===== config.mk =====
export PLATFORM = sky130hd
export DESIGN_NAME = scc_front
export DESIGN_NICKNAME = d
export VERILOG_FILES = /design/src/scc_pkg.sv /design/src/scc_front.sv
export SDC_FILE = /design/constraint.sdc
export NUM_CORES = 1
export LEC_CHECK = 0
export BUFFER_PORTS_ARGS = -buffer_cell sky130_fd_sc_hd__buf_2
export CAP_MARGIN = 10
export CORE_UTILIZATION = 52
export DETAILED_ROUTE_END_ITERATION = 10
export PLACE_DENSITY = 0.79
export SYNTH_ARGS = -nofsm -noshare
export SYNTH_HDL_FRONTEND = slang
export SYNTH_SLANG_ARGS = --single-unit

===== constraint.sdc =====
create_clock -name i_clk -period 2.8 [get_ports i_clk]
set_clock_uncertainty 0.1 [all_clocks]
set_input_delay 0.7 -clock i_clk [delete_from_list [all_inputs] [get_ports i_clk]]
set_output_delay 0.7 -clock i_clk [all_outputs]
set_load 0.005 [all_outputs]

===== src/scc_pkg.sv =====
`default_nettype none
package scc_pkg;

    // sizing
    localparam int MAX_NODES   = 1024;
    localparam int MAX_EDGES   = 4096;
    localparam int NODE_W      = $clog2(MAX_NODES);
    localparam int CNT_W       = NODE_W + 1;
    localparam int EDGE_AW     = $clog2(MAX_EDGES);
    localparam int EDGE_CW     = EDGE_AW + 1;
    localparam int OFF_W       = EDGE_CW;
    localparam int OFF_DEPTH   = MAX_NODES + 1;
    localparam int QUEUE_DEPTH = 2;
    localparam int QUEUE_AW    = $clog2(QUEUE_DEPTH);

    // request codes
    typedef enum logic [1:0] {
        REQ_ADD   = 2'd0,
        REQ_SOLVE = 2'd1,
        REQ_QUERY = 2'd2,
        REQ_NONE  = 2'd3
    } t_req;

    // result status codes
    typedef enum logic [1:0] {
        STAT_OK    = 2'd0,
        STAT_RANGE = 2'd1,
        STAT_FULL  = 2'd2
    } t_status;

    typedef struct packed {
        logic [1:0]        req_type;
        logic [NODE_W-1:0] source_node;
        logic [NODE_W-1:0] target_node;
    } t_in_word;

    typedef struct packed {
        logic [1:0]        status;
        logic [CNT_W-1:0]  component_total;
        logic [NODE_W-1:0] first_component;
        logic [NODE_W-1:0] second_component;
        logic              same_component;
    } t_out_word;

    // classified command held in the queue
    typedef struct packed {
        t_req              op;
        logic              range_err;
        logic [NODE_W-1:0] a;
        logic [NODE_W-1:0] b;
    } t_cmd;

    // queue head as seen by the engine
    typedef struct packed {
        logic valid;
        t_cmd cmd;
    } t_head;

    // one walk stack frame
    typedef struct packed {
        logic [NODE_W-1:0] node;
        logic [OFF_W-1:0]  pos;
        logic [OFF_W-1:0]  fin;
    } t_frame;

    typedef enum logic [4:0] {
        ES_IDLE,
        ES_REPLY,
        ES_QRY_RD,
        ES_QRY_OUT,
        ES_CLR,
        ES_CNT_RD,
        ES_CNT_W,
        ES_CNT_UPD,
        ES_PRE_RD,
        ES_PRE_WR,
        ES_PLC_RD,
        ES_PLC_W,
        ES_PLC_UPD,
        ES_OUT_RD,
        ES_OUT_W,
        ES_START,
        ES_LOAD,
        ES_STEP,
        ES_STEP_W,
        ES_VIS_W,
        ES_POP_W,
        ES_VCLR,
        ES_FIN_RD,
        ES_FIN_W,
        ES_REV_VIS,
        ES_DONE
    } t_eng_state;

endpackage
`default_nettype wire


===== src/scc_front.sv =====
`default_nettype none
module scc_front (
    input  wire logic                     i_clk,
    input  wire logic                     i_rst_n,
    input  wire logic                     i_start,
    output logic                          o_busy,
    input  wire scc_pkg::t_in_word        i_req_word,
    input  wire logic                     i_cfg_we,
    input  wire logic [scc_pkg::CNT_W-1:0] i_cfg_wdata,
    output scc_pkg::t_head                o_head,
    input  wire logic                     i_pop,
    output logic [scc_pkg::CNT_W-1:0]     o_nodes
);
    import scc_pkg::*;

    logic [CNT_W-1:0]    r_node_count;
    t_cmd                r_q [QUEUE_DEPTH];
    logic [QUEUE_AW-1:0] r_wp, r_rp;
    logic [QUEUE_AW:0]   r_cnt;
    logic                push;
    t_cmd                cmd;

    // node count register, saturated on use
    always_ff @(posedge i_clk) begin
        if (!i_rst_n) begin
            r_node_count <= '0;
        end else if (i_cfg_we) begin
            r_node_count <= i_cfg_wdata;
        end
    end

    assign o_nodes = (r_node_count > CNT_W'(MAX_NODES)) ? CNT_W'(MAX_NODES) : r_node_count;

    // classify the incoming word
    always_comb begin
        cmd.op        = t_req'(i_req_word.req_type);
        cmd.a         = i_req_word.source_node;
        cmd.b         = i_req_word.target_node;
        cmd.range_err = ({1'b0, i_req_word.source_node} >= o_nodes) ||
                        ({1'b0, i_req_word.target_node} >= o_nodes);
    end

    assign o_busy = (r_cnt == (QUEUE_AW+1)'(QUEUE_DEPTH));
    assign push   = i_start && !o_busy;

    // short command queue
    always_ff @(posedge i_clk) begin
        if (!i_rst_n) begin
            r_wp  <= '0;
            r_rp  <= '0;
            r_cnt <= '0;
        end else begin
            if (push) begin
                r_wp <= r_wp + 1'b1;
            end
            if (i_pop) begin
                r_rp <= r_rp + 1'b1;
            end
            r_cnt <= r_cnt + (QUEUE_AW+1)'(push) - (QUEUE_AW+1)'(i_pop);
        end
    end

    always_ff @(posedge i_clk) begin
        if (push) begin
            r_q[r_wp] <= cmd;
        end
    end

    assign o_head.valid = (r_cnt != '0);
    assign o_head.cmd   = r_q[r_rp];

endmodule
`default_nettype wire


# == Yosys cells after proc, flatten, opt, wreduce, memory -nomap -nowiden ==
# Memory sizes are Yosys's and may differ from the RTL's. A register that Yosys moved wholly into a read port is not among the register bits.
# Cells that the tools add are included.
# op_classes
addsub,4
order_cmp,3
eq_ne,1
muxes,5
n_reduce_logical,4
# ops
op,n
10-bit by 11-bit >= comparator with 1-bit output,2
11-bit > comparator (second input constant),1
11-bit two-way mux,1
1-bit two-way mux,4
1-bit adder (second input constant),2
2-bit by 1-bit adder with 2-bit output,1
2-bit equality test (second input constant),1
2-bit nonzero test,1
2-bit by 1-bit subtractor with 2-bit output,1
1-bit logical AND,1
1-bit logical NOT,1
1-bit logical OR,1
# totals
reg_bits,15
ramBits,46
inputBits,38
out_inout_bits,36
wordCells,22
n_memories,1
# mem_list
memory,depth,width,read_ports,rd_ports_with_merged_regs,wr,line,text
r_q,2,23,1,1,1,scc_front.sv:17,t_cmd r_q [QUEUE_DEPTH];

# == Longest topological paths before layout ==
# logic_depth
word_depth,5
ltp_mapped,8
mapped_depth_nobuf,8

# == Least setup slack after synthesis ==
# No wires, ideal clock.
# synth_timing
path_type,input to register
startpoint,in i_start
endpoint,"mem r_q[0][0] (netlist name), enable pin"
setup_ns,0.404
t_arrival_ns,1.784
required_ns,2.296
slack_ns,0.512
stages,2
n_path_buf,0
path_cell_list,nand2_1 nor2_1
# synth_between
elab_chain_len,3
# synth_rtl
element,line,text
from (decl),scc_front.sv:5,"input wire logic i_start,"
1-bit logical AND,scc_front.sv:44,assign push = i_start && !o_busy;
1-bit two-way mux,scc_front.sv:64,if (push) begin
1-bit two-way mux (implied by the code),scc_front.sv:65,r_q[r_wp] <= cmd;
to (decl),scc_front.sv:17,
# No other way between the ends.

==> results.md <==
| Item | This run | Unit |
| --- | --- | --- |
| TritonCTS clock tree | built | - |
| Top_reg_cell synth | sky130_fd_sc_hd__edfxtp_1 | - |
| Initial antenna violation count | 0 | - |
| Number of buffers added on ports | 73 | - |
| Post-route DRC violation count | 0 | - |
| Count of buffers added by post-CTS timing repair for setup | 0 | - |
| Critical Path AT | 2230 | ps |
| Proportion of layout cells with a drive suffix above 1 | 32.4 | % |
| WL per Instance | 13.9 | um |
| Clock edge transition at the registers on the reported setup and hold paths | 60 | ps |
| Count of final max-slew check failures | 0 | - |
| Final antenna diode count | 0 | - |
| Ratio of routed vias to standard cells | 5.07 | - |
| Final HPWL from detailed placement | 3.57 | mm |
| Drt total wl | 4.95 | mm |
| CTS Root Cell | sky130_fd_sc_hd__clkbuf_8 | - |
| Standard-cell row count | 26 | - |
| Core footprint | 0.00517 | sq mm |
| Worst-path fanout max | 15 | - |
| Number of sinks on the clock net | 62 | - |
| Cell area after placement | 0.00328 | sq mm |
| Pwr Total | 2.29 | mW |
| Last element of the critical path | r_q[1][20] | - |
| Post-synthesis area per instance | 14.0 | sq um |
| Timing startpoint of the critical path | r_node_count[10] | - |
| Post-Layout Inst Area | 0.00346 | sq mm |
| Syn Inst Count | 201 | - |
| Maximum ir drop on the vdd rail | 0.434 | mV |
| Starting density of the core | 54.6 | % |
| Area growth from synthesis to final layout | 22.4 | % |
| Slowest cell delay on critical path | 570 | ps |
| Drt first pass iters | 4 | - |
| Placer's final routability congestion estimate | 0.742 | - |
| Die span in y | 75.7 | um |
| Hold Vio Cnt, Final | 0 | - |
| Routed Antenna Nets | 0 | - |
| Worst slew margin | 72.8 | % |
| Largest net degree at the start of global routing | 25 | - |
| Number of cells on the worst reg-to-reg path | 6 | - |
| Critical path launch point type | register | - |
| Peak clock frequency supported by timing | 0.437 | GHz |
| Library cell contributing the largest single delay on the critical path | sky130_fd_sc_hd__dfxtp_1 | - |
| Final period utilization | 81.7 | % |
| 1st-iter DRT viols | 106 | - |
| Number of nets in the layout | 342 | - |
| Outcome | finished clean | - |
| Min Hold Slack | 412 | ps |
| Setup repair after global routing missed its margin | no | - |
| DIE WIDTH | 75.7 | um |
| Static Leakage | 1.52 | nW |
| Global-route wire length before repair | 7.76 | mm |
| Hold buffers post-CTS | 0 | - |
| Post-cts sizing count | 0 | - |
| Setup-failing EPs final | 0 | - |
| Synthesis Warnings | 0 | - |
| Class of the most critical hold timing path | register to register | - |
| Critical-path cell list | nand2b_1 -> ha_1 -> a21o_1 -> a221o_1 -> a31oi_1 -> o221ai_1 | - |
| Post-synth EDFFs | 46 | - |
| Cell area after synthesis | 0.00282 | sq mm |
| Tot GR Track Use | 19.1 | % |
| Post-layout min period | 2290 | ps |
| Slew at the pin with the worst max-slew slack | 408 | ps |
| Kind of capture point of the worst setup path | register | - |
| Proportion of synthesized chip area in sequential cells | 60.3 | % |
| WP data required | 2740 | ps |
| Net count of the mapped netlist | 261 | - |
| Gr ovfl total | 0 | - |
| Reg2reg setup slack | 510 | ps |
| Ports placed on the boundary | 74 | - |
| Max-Cap Viols | 0 | - |
| Number of global-route vias before repair | 1719 | - |
| Worst reg2reg endpoint | r_q[1][20] | - |
| TritonCTS buffer count | 9 | - |
| Synth cell types | 31 | - |
| Setup_tns | 0 | ps |
| Clock insertion delay at the later pin of the skew report | 320 | ps |
| Share of synthesized registers carrying an async set or reset | 0 | % |
| Total via count after detailed routing | 1809 | - |
| Area enclosed by the die boundary | 0.00573 | sq mm |
| Power density normalized to cell area | 661 | mW/mm^2 |
| Number of buffers between clock root and the deepest sink | 2 | - |
| # H-tree levels | 3 | - |
| Startpoint of the lowest-slack register-to-register path | r_node_count[10] | - |
| Number of synthesized register bits | 62 | - |
| Type of the worst setup path | register to register | - |
-- cell type report --
class / count / area, sq um
inverters: 13 / 48.8
clock buffers: 11 / 131
fillers: 404 / 1720
well taps: 70 / 87.6
multi-input cells: 120 / 1050
repair buffers: 76 / 388
clock inverters: 5 / 50.0
flip-flops and latches: 62 / 1700
-- placed cells by master, fill, tap and decap left out, types with 2 or more instances in the layout --
| cell type | count |
|---|---|
| sky130_fd_sc_hd__inv_1 | 13 |
| sky130_fd_sc_hd__nand3_1 | 3 |
| sky130_fd_sc_hd__nand4_1 | 2 |
| sky130_fd_sc_hd__xnor2_1 | 2 |
| sky130_fd_sc_hd__a211oi_1 | 2 |
| sky130_fd_sc_hd__dfxtp_1 | 16 |
| sky130_fd_sc_hd__buf_2 | 73 |
| sky130_fd_sc_hd__clkbuf_1 | 2 |
| sky130_fd_sc_hd__mux2i_1 | 11 |
| sky130_fd_sc_hd__nand2b_1 | 11 |
| sky130_fd_sc_hd__o21ai_0 | 2 |
| sky130_fd_sc_hd__a31oi_1 | 2 |
| sky130_fd_sc_hd__and3_1 | 2 |
| sky130_fd_sc_hd__clkinv_1 | 2 |
| sky130_fd_sc_hd__mux2_1 | 20 |
| sky130_fd_sc_hd__mux2_2 | 3 |
| sky130_fd_sc_hd__and2_1 | 5 |
| sky130_fd_sc_hd__nand2_1 | 2 |
| sky130_fd_sc_hd__buf_4 | 3 |
| sky130_fd_sc_hd__clkbuf_8 | 9 |
| sky130_fd_sc_hd__nor3_1 | 4 |
| sky130_fd_sc_hd__a21o_1 | 2 |
| sky130_fd_sc_hd__nand4b_1 | 2 |
| sky130_fd_sc_hd__a21oi_1 | 2 |
| sky130_fd_sc_hd__nor2b_1 | 13 |
| sky130_fd_sc_hd__ha_1 | 22 |
| sky130_fd_sc_hd__edfxtp_1 | 46 |
-- worst min path at each step --
stage	startpoint	endpoint	slack, ps	cells past startpoint
2_1_floorplan	r_node_count[0]	r_node_count[0]	370	2
3_3_place_gp	r_node_count[0]	r_node_count[0]	390	2
3_5_place_dp	r_node_count[0]	r_node_count[0]	400	2
4_1_cts	r_node_count[0]	r_node_count[0]	410	2
5_1_grt	r_node_count[9]	r_node_count[9]	440	2
6_report	r_node_count[0]	r_node_count[0]	410	2
-- critical path, delay by kind of cell, from the launching register on --
family          cells  cell delay [ps]
simple gates        1              220
compound gates      4              840
flops               1              570
fa+ha+maj           1              270
-- stage by stage --
step,utilization [%],setup WS [ps],std cells
floorplan,-,512,201
global route,66.8,376,357
finish,66.8,512,357
global placement,63.3,515,341
CTS,66.8,517,357
detailed placement,63.3,447,341
-- Yosys cell counts (all sizes together) (3+ instances only) --
cell type  instances  area, sq um
and2               5         31.3
buf                3         15.0
clkbuf             3         11.3
dfxtp             16          320
edfxtp            46         1380
ha                22          275
inv               13         48.8
mux2              23          259
mux2i             11          110
nand2b            11         68.8
nand3              3         15.0
nor2b             13         81.3
nor3               4         20.0
-- state kept, by name, indices dropped and copies added (netlist names), named ones only --
| signal | count |
|---|---|
| r_rp | 1 |
| r_wp | 1 |
| r_cnt | 2 |
| r_q | 46 |
| r_node_count | 11 |
-- kinds of logic (layout without fill, tap and decap cells) --
family | Yosys count | in the layout | synth area share [%]
compound gates | 13 | 13 | 3.15
xor+xnor | 3 | 3 | 0.931
fa+ha+maj | 22 | 22 | 9.75
buf+inv | 19 | 105 | 2.66
flops | 62 | 62 | 60.3
mux | 34 | 34 | 13.1
simple gates | 48 | 48 | 10.2
-- power by group --
part,internal (mW),switching [mW]
Combinational,0.204,0.213
Sequential,1.12,0.0328
Clock,0.404,0.312
-- routing by layer --
layer	track usage, %	wire, um	part of all wire [%]	vias to the layer above
li1	-	-	-	902
met1	24.2	2350	47	844
met2	30.3	2240	45	53
met3	5.69	271	5.5	10
met4	9.26	93	1.9	0
met5	0	0	0	-
Note: power is estimated with default switching activity, not from simulation.
